--- config.mk ---
export PLATFORM = sky130hd
export DESIGN_NAME = keypad_countdown_alarm_timer_top
export DESIGN_NICKNAME = d
export VERILOG_FILES = /design/src/hdl/kcat_pkg.sv /design/src/hdl/keypad_countdown_alarm_timer_top.sv /design/src/hdl/kcat_core.sv
export SDC_FILE = /design/constraint.sdc
export NUM_CORES = 1
export LEC_CHECK = 0
export BUFFER_PORTS_ARGS = -buffer_cell sky130_fd_sc_hd__buf_2
export CAP_MARGIN = 15
export CORE_ASPECT_RATIO = 2
export CORE_UTILIZATION = 35
export DETAILED_ROUTE_END_ITERATION = 8
export GPL_ROUTABILITY_DRIVEN = 0
export PLACE_DENSITY = 0.5
export SYNTH_ARGS = -nofsm -noshare
export SYNTH_HDL_FRONTEND = slang
export SYNTH_SLANG_ARGS = --single-unit
--- constraint.sdc ---
create_clock -name clk_i -period 4.3 [get_ports clk_i]
set_input_delay 0.215 -clock clk_i [delete_from_list [all_inputs] [get_ports clk_i]]
set_output_delay 0.215 -clock clk_i [all_outputs]
set_load 0.05 [all_outputs]
--- src/hdl/kcat_pkg.sv ---
// Package for the keypad countdown alarm timer: key codes, keypad decode,
// item and result types. No dependencies.
package kcat_pkg;

  typedef logic [3:0] key_t;

  localparam key_t KEY_START  = 4'd10;
  localparam key_t KEY_STOP   = 4'd11;
  localparam key_t KEY_SET    = 4'd12;
  localparam key_t KEY_NONE   = 4'd15;
  localparam key_t MAX_DIGIT  = 4'd9;
  localparam logic [3:0] MAX_TENS = 4'd5;
  localparam logic [1:0] MAX_COUNT = 2'd3;

  localparam int SECS_PER_MIN = 60;
  localparam int SECS_PER_TEN = 10;
  localparam int SECS_W       = 10;

  localparam int IN_TDATA_W  = 8;
  localparam int OUT_TDATA_W = 16;

  typedef struct packed {
    logic       action;  // 0 tick, 1 key press
    logic [1:0] key_row;
    logic [1:0] key_col;
  } item_t;

  typedef struct packed {
    logic       entry_mode;
    logic       alarm;
    logic       running;
    logic [3:0] ones_digit;
    logic [2:0] tens_digit;
    logic [3:0] minutes_digit;
  } res_t;

  // Layout: 1 2 3 A / 4 5 6 B / 7 8 9 C / * 0 # D
  function automatic key_t decode_key(logic [1:0] row, logic [1:0] col);
    key_t k;
    k = KEY_NONE;
    unique case ({row, col})
      4'h0: k = 4'd1;
      4'h1: k = 4'd2;
      4'h2: k = 4'd3;
      4'h3: k = KEY_START;
      4'h4: k = 4'd4;
      4'h5: k = 4'd5;
      4'h6: k = 4'd6;
      4'h7: k = KEY_STOP;
      4'h8: k = 4'd7;
      4'h9: k = 4'd8;
      4'hA: k = 4'd9;
      4'hD: k = 4'd0;
      4'hF: k = KEY_SET;
      default: k = KEY_NONE;
    endcase
    return k;
  endfunction

endpackage

--- src/hdl/keypad_countdown_alarm_timer_top.sv ---
// Top level of the keypad countdown alarm timer: input register, timer core,
// result register. Depends on kcat_pkg and kcat_core.
//
// channel | dir | handshake                     | payload
// s_axis  | in  | s_axis_tvalid / s_axis_tready | tdata: key_row, key_col; tuser: action
// m_axis  | out | m_axis_tvalid / m_axis_tready | tdata: display digits and flags
//
// One request per cycle sustained while m_axis_tready is high.
// The state update for a request is one combinational pass in kcat_core between
// the input register and the result register.
// Reset clears all timer state to zero at once; no sweep.
// A stalled result holds the result register; one more request waits in the input register.
module keypad_countdown_alarm_timer_top (
  input  logic                               clk_i,
  input  logic                               rst_ni,
  input  logic                               s_axis_tvalid,
  output logic                               s_axis_tready,
  input  logic [kcat_pkg::IN_TDATA_W-1:0]    s_axis_tdata,  // key_row[1:0], key_col[3:2]
  input  logic [0:0]                         s_axis_tuser,  // action[0]
  output logic                               m_axis_tvalid,
  input  logic                               m_axis_tready,
  output logic [kcat_pkg::OUT_TDATA_W-1:0]   m_axis_tdata   // minutes_digit[3:0],
                                                            // tens_digit[6:4], ones_digit[10:7],
                                                            // running[11], alarm[12], entry_mode[13]
);

  logic            in_vld_q;
  kcat_pkg::item_t in_q;
  logic            out_vld_q;
  kcat_pkg::res_t  out_q;
  kcat_pkg::res_t  res;
  logic            adv;
  logic            s_acc;

  assign adv           = in_vld_q && (!out_vld_q || m_axis_tready);
  assign s_axis_tready = !in_vld_q || adv;
  assign s_acc         = s_axis_tvalid && s_axis_tready;

  always_ff @(posedge clk_i or negedge rst_ni) begin
    if (!rst_ni) begin
      in_vld_q <= 1'b0;
    end else if (s_axis_tready) begin
      in_vld_q <= s_axis_tvalid;
    end
  end

  always_ff @(posedge clk_i) begin
    if (s_acc) begin
      in_q.action  <= s_axis_tuser[0];
      in_q.key_row <= s_axis_tdata[1:0];
      in_q.key_col <= s_axis_tdata[3:2];
    end
  end

  kcat_core u_core (
    .clk_i  (clk_i),
    .rst_ni (rst_ni),
    .en_i   (adv),
    .item_i (in_q),
    .res_o  (res)
  );

  always_ff @(posedge clk_i or negedge rst_ni) begin
    if (!rst_ni) begin
      out_vld_q <= 1'b0;
    end else if (adv) begin
      out_vld_q <= 1'b1;
    end else if (m_axis_tready) begin
      out_vld_q <= 1'b0;
    end
  end

  always_ff @(posedge clk_i) begin
    if (adv) begin
      out_q <= res;
    end
  end

  assign m_axis_tvalid = out_vld_q;
  assign m_axis_tdata  = {2'b00, out_q};

`ifndef SYNTHESIS
  a_alarm_running: assert property (@(posedge clk_i) disable iff (!rst_ni)
    m_axis_tvalid |-> (!out_q.alarm || out_q.running))
    else $error("alarm without running");
  a_no_drop: assert property (@(posedge clk_i) disable iff (!rst_ni)
    (in_vld_q && !adv) |=> in_vld_q)
    else $error("pending request lost");
  a_result_after_adv: assert property (@(posedge clk_i) disable iff (!rst_ni)
    adv |=> m_axis_tvalid)
    else $error("result not presented");
`endif

endmodule

--- src/hdl/kcat_core.sv ---
// Timer state and its single-pass update for one request.
// Depends on kcat_pkg.
module kcat_core (
  input  logic            clk_i,
  input  logic            rst_ni,
  input  logic            en_i,
  input  kcat_pkg::item_t item_i,
  output kcat_pkg::res_t  res_o
);

  logic [2:0][3:0] ent_q, ent_d;    // [0] minutes, [1] tens, [2] ones
  logic [2:0][3:0] disp_q, disp_d;
  logic [1:0]      cnt_q, cnt_d;
  logic [kcat_pkg::SECS_W-1:0] rem_q, rem_d;
  logic            run_q, run_d;
  logic            pause_q, pause_d;
  logic            acc_q, acc_d;
  kcat_pkg::key_t  key;
  logic [3:0]      tens_clip;
  logic [kcat_pkg::SECS_W-1:0] load_secs;

  assign key       = kcat_pkg::decode_key(item_i.key_row, item_i.key_col);
  assign tens_clip = (ent_q[2] > kcat_pkg::MAX_TENS) ? kcat_pkg::MAX_TENS : ent_q[2];
  assign load_secs = kcat_pkg::SECS_W'(ent_q[0] * kcat_pkg::SECS_W'(kcat_pkg::SECS_PER_MIN))
                   + kcat_pkg::SECS_W'(ent_q[1] * kcat_pkg::SECS_W'(kcat_pkg::SECS_PER_TEN))
                   + kcat_pkg::SECS_W'(ent_q[2]);

  always_comb begin
    ent_d   = ent_q;
    disp_d  = disp_q;
    cnt_d   = cnt_q;
    rem_d   = rem_q;
    run_d   = run_q;
    pause_d = pause_q;
    acc_d   = acc_q;
    if (!item_i.action) begin
      if (run_q && rem_q != '0) begin
        rem_d = rem_q - 1'b1;
        if (disp_q[2] != 4'd0) begin
          disp_d[2] = disp_q[2] - 1'b1;
        end else if (disp_q[1] != 4'd0) begin
          disp_d[2] = kcat_pkg::MAX_DIGIT;
          disp_d[1] = disp_q[1] - 1'b1;
        end else if (disp_q[0] != 4'd0) begin
          disp_d[2] = kcat_pkg::MAX_DIGIT;
          disp_d[1] = kcat_pkg::MAX_TENS;
          disp_d[0] = disp_q[0] - 1'b1;
        end
      end
    end else if (key <= kcat_pkg::MAX_DIGIT) begin
      if (acc_q && cnt_q != kcat_pkg::MAX_COUNT) begin
        ent_d  = {key, tens_clip, ent_q[1]};
        disp_d = {key, tens_clip, ent_q[1]};
        cnt_d  = cnt_q + 1'b1;
      end
    end else begin
      case (key)
        kcat_pkg::KEY_START: begin
          acc_d = 1'b0;
          run_d = 1'b1;
          if (!pause_q) begin
            rem_d  = load_secs;
            disp_d = ent_q;
          end
          pause_d = 1'b0;
        end
        kcat_pkg::KEY_STOP: begin
          run_d   = 1'b0;
          pause_d = 1'b1;
        end
        kcat_pkg::KEY_SET: begin
          ent_d   = '0;
          disp_d  = '0;
          cnt_d   = '0;
          acc_d   = 1'b1;
          pause_d = 1'b0;
          run_d   = 1'b0;
        end
        default: ;
      endcase
    end
    // alarm: count at zero clears the entry, the display and the digit count
    if (run_d && rem_d == '0) begin
      ent_d  = '0;
      disp_d = '0;
      cnt_d  = '0;
    end
  end

  always_ff @(posedge clk_i or negedge rst_ni) begin
    if (!rst_ni) begin
      ent_q   <= '0;
      disp_q  <= '0;
      cnt_q   <= '0;
      rem_q   <= '0;
      run_q   <= 1'b0;
      pause_q <= 1'b0;
      acc_q   <= 1'b0;
    end else if (en_i) begin
      ent_q   <= ent_d;
      disp_q  <= disp_d;
      cnt_q   <= cnt_d;
      rem_q   <= rem_d;
      run_q   <= run_d;
      pause_q <= pause_d;
      acc_q   <= acc_d;
    end
  end

  assign res_o.minutes_digit = disp_d[0];
  assign res_o.tens_digit    = disp_d[1][2:0];
  assign res_o.ones_digit    = disp_d[2];
  assign res_o.running       = run_d;
  assign res_o.alarm         = run_d && (rem_d == '0);
  assign res_o.entry_mode    = acc_d;

`ifndef SYNTHESIS
  a_run_excl_entry: assert property (@(posedge clk_i) disable iff (!rst_ni)
    !(run_q && acc_q)) else $error("running while in digit entry");
  a_tens_range: assert property (@(posedge clk_i) disable iff (!rst_ni)
    (disp_q[1] <= kcat_pkg::MAX_TENS) && (ent_q[1] <= kcat_pkg::MAX_TENS))
    else $error("tens digit above five");
  a_alarm_blank: assert property (@(posedge clk_i) disable iff (!rst_ni)
    (run_q && rem_q == '0) |-> (disp_q == '0 && cnt_q == '0))
    else $error("display not blank at alarm");
`endif

endmodule

==> out/qor.csv <==
stage,metric,value,unit
outcome,failing checks,setup timing,
cells_and_area,Syn-to-layout area delta,21.13,%
sta,Slew @ Worst Pin,1031,ps
sta,clk_skew,9.436,ps
sta,Max Freq,0.2154,GHz
routing,final antenna-violating net count,0,
global_routing,met1 track demand over resource,0.2026,
yosys,most numerous cell in the Yosys netlist,nand2_1,
yosys,ys flop type,dfrtp_1,
critical_path,WP data required,4520,ps
sta,total negative slack,-10760,ps
sta,Fin. Hold Viols,0,
routing,WL/cell,18.33,um
global_routing,gr usage total,0.2007,
critical_path,"delay-heaviest family, CP",adder cells,
global_routing,met2 usage,0.3913,
global_routing,GR Util met3,0.02584,
sta,max_slew headroom,0.3130,
flow_run,max-cap violation count,0,
routing,vias per inst,5.709,
power,Clock Power Share,0.175,
cells_and_area,Antenna Diode Count,0,
critical_path,slowest CP cell,or4b_4,
clock_network,TritonCTS clock tree,done,
global_routing,GRT Residual Overflow,0,
yosys,"Seq/Total Area, Yosys",0.3557,
placement,Post-DP HPWL,10080,um
sta,Tcrit/Tclk final,1.080,
sta,final slew viol count,0,
die,full die area,13960,um2
critical_path,Worst Setup Path Type,reg -> reg,
clock_network,clk sinks,64,
sta,final setup violation count,37,
cells_and_area,share of cells above drive strength 1,0.2056,
global_routing,first-pass GRT wire length,21570,um
yosys,top-area cell type share of the netlist area,0.2177,
sta,Final WS setup,-342.2,ps
power,Int Pwr,2.642,mW
cells_and_area,Util after Layout,0.4369,
clock_network,CTS Hold Buffers Added,0,
yosys,dominant cell type by area after synthesis,dfrtp_1,
power,Comb power frac,0.592,
critical_path,crit-path cells,fa_1 -> fa_1 -> inv_1 -> fa_2 -> inv_2 -> ha_4 -> ha_4 -> and3_4 -> a22o_1 -> nor2_1 -> xor2_1 -> o211ai_1 -> or4b_4 -> or2_4 -> a32o_1,
yosys,flop and latch count out of synthesis,64,
yosys,Post-synth EDFFs,19,
critical_path,kind of end point of the critical path,register,
sta,RSZ-0062 raised after global routing,true,
power,Psw,2.028,mW
outcome,outcome,"complete, but fails checks",
die,die height,166.1,um
yosys,"Distinct cells, synth",71,
global_routing,initial antenna violation count,0,
sta,Tmin final,4642,ps
clock_network,Root Driver,clkbuf_16,
die,Initial Util,0.3607,
clock_network,H-Tree Depth,3,
power,Peak VDD IR,304.8,uV
die,core area,13070,um2
clock_network,"CTS clk-pin slew, worst paths",60,ps
power,sequential share of power,0.233,
worst_hold_path,HP Class,in -> async,
clock_network,Worst-Skew Late Latency,340,ps
placement,pre-CTS WS,-562.8,ps
critical_path,largest stage delay on the critical path,600,ps
cells_and_area,Nets,627,
yosys,main area contributors after synthesis,"dfrtp_1 22%, edfxtp_1 12%, ha_1 9.6%",
placement,port buffer count,24,
global_routing,pin count of the biggest net entering global routing,42,
die,IO Pins,31,
critical_path,critical path peak fanout,5,
power,switching share of power,0.4343,
critical_path,critical path launch point type,register,
die,row count,59,
yosys,Async SR Flop Fraction,0.6406,
yosys,area of the mapped netlist,4713,um2
power,Lkg Pwr,2.455,nW
yosys,syn avg cell area,9.152,um2
routing,final wirelength,13310,um
global_routing,Most Crowded Layer GR,met2,
die,die width,84.06,um
clock_network,CTS buffer count,9,
yosys,Mapped Cells,515,
critical_path,Buf/Inv on CP,2,
routing,initial DRC count,265,
routing,Pre-Repair DR Iteration Count,5,
routing,vias after detailed routing,4145,
power,P per Cell Area,818.1,nW/um2
yosys,Yosys warnings,0,
routing,DRC,0,
yosys,Synth top cells by count,"53 x nand2_1, 52 x nor2_1, 41 x dfrtp_1",
critical_path,worst path arrival time,4870,ps
clock_network,Clock Path Buffers,2,
global_routing,vias in the first global route,4216,
[worst paths after layout]
path                                        startpoint                      endpoint  slack (ps)  cells past startpoint
max                        u_core.ent_q[0]$_DFFE_PN0P_  u_core.ent_q[11]$_DFFE_PN0P_        -340                     15
min                                             rst_ni   u_core.rem_q[7]$_DFFE_PN0P_          40                      1
max reg2reg                u_core.ent_q[0]$_DFFE_PN0P_  u_core.ent_q[11]$_DFFE_PN0P_        -340                     15
min reg2reg                u_core.cnt_q[0]$_DFFE_PN0P_   u_core.cnt_q[0]$_DFFE_PN0P_         490                      1
max in group asynchronous                       rst_ni  u_core.disp_q[8]$_DFFE_PN0P_        3600                      1
min in group clk_i                        s_axis_tuser             in_q[4]$_DFFE_PP_          60                      1
[cell families (layout without fill, tap and decap cells)]
kind of cell    after synthesis  after routing  share of synthesized area
simple gates                178            178                     0.1906
other cells                   1              2                  0.0007956
xor+xnor                     13             13                    0.02708
fa+ha+maj                    45             45                     0.1338
compound gates              145            145                     0.2174
mux                          11             11                    0.02469
buf+inv                      58            116                    0.04991
flops                        64             64                     0.3557
[power groups by stage]
stage / logic (mW) / registers [mW] / clock network [mW]
global placement: 2.57 / 1.09 / 0
detailed placement: 2.62 / 1.09 / 0
floorplan: 1.73 / 1.12 / 0
finish: 2.77 / 1.09 / 0.818
global route: 3.08 / 1.12 / 0.852
CTS: 2.74 / 1.08 / 0.833
[per-layer routing]
layer	vias to the layer above	wire [um]
li1	2012	-
met1	2022	4907
met2	82	7650
met3	29	295
met4	0	456
met5	-	0
[through the flow]
stage               power [mW]  instances  area (um2)  hold slack (ps)
finish                   4.671        726        5709            39.74
global route             5.046        726        5709            60.67
CTS                      4.662        726        5682            54.03
detailed placement       3.711        708        5274            406.5
global placement         3.665        708        5274            396.8
floorplan                2.857        516        4778           -80.59
[final cells by class]
class	count	area [um2]
clock buffers	10	239.0
inverters	35	131.4
fillers	1274	7357
clock inverters	6	92.59
flip-flops and latches	64	1677
well taps	152	190.2
multi-input cells	394	2932
repair buffers	65	447.9
[state kept, by name, indices dropped and copies added, names as in the netlist, 2 cells and up]
register and count:
u_core.cnt_q 2, u_core.key 4, u_core.rem_q 10, m_axis_tdata 14, u_core.disp_q 12, in_q 5, u_core.ent_q 12
[cell usage in the layout, fill, tap and decap left out, types with 7 or more instances in the layout]
| cell | n |
|---|---|
| clkbuf_16 | 9 |
| ha_1 | 32 |
| edfxtp_1 | 19 |
| nand2b_1 | 10 |
| buf_2 | 24 |
| nand3_1 | 8 |
| o31ai_1 | 14 |
| o22ai_1 | 7 |
| a21oi_1 | 22 |
| dfrtp_1 | 41 |
| a211oi_1 | 11 |
| nor3_1 | 9 |
| buf_4 | 38 |
| nand3b_1 | 8 |
| nand2_1 | 52 |
| a31oi_1 | 7 |
| o21ai_0 | 21 |
| inv_1 | 34 |
| fa_1 | 8 |
| xnor2_1 | 10 |
| nor2_1 | 51 |
[timing repair]
item	in CTS	in global routing
pin swaps	12	9
resized for setup	11	6
setup endpoints to repair	39	39
hold endpoints to repair	0	0
buffers inserted	3	0
(Power assumes the default switching activity.)
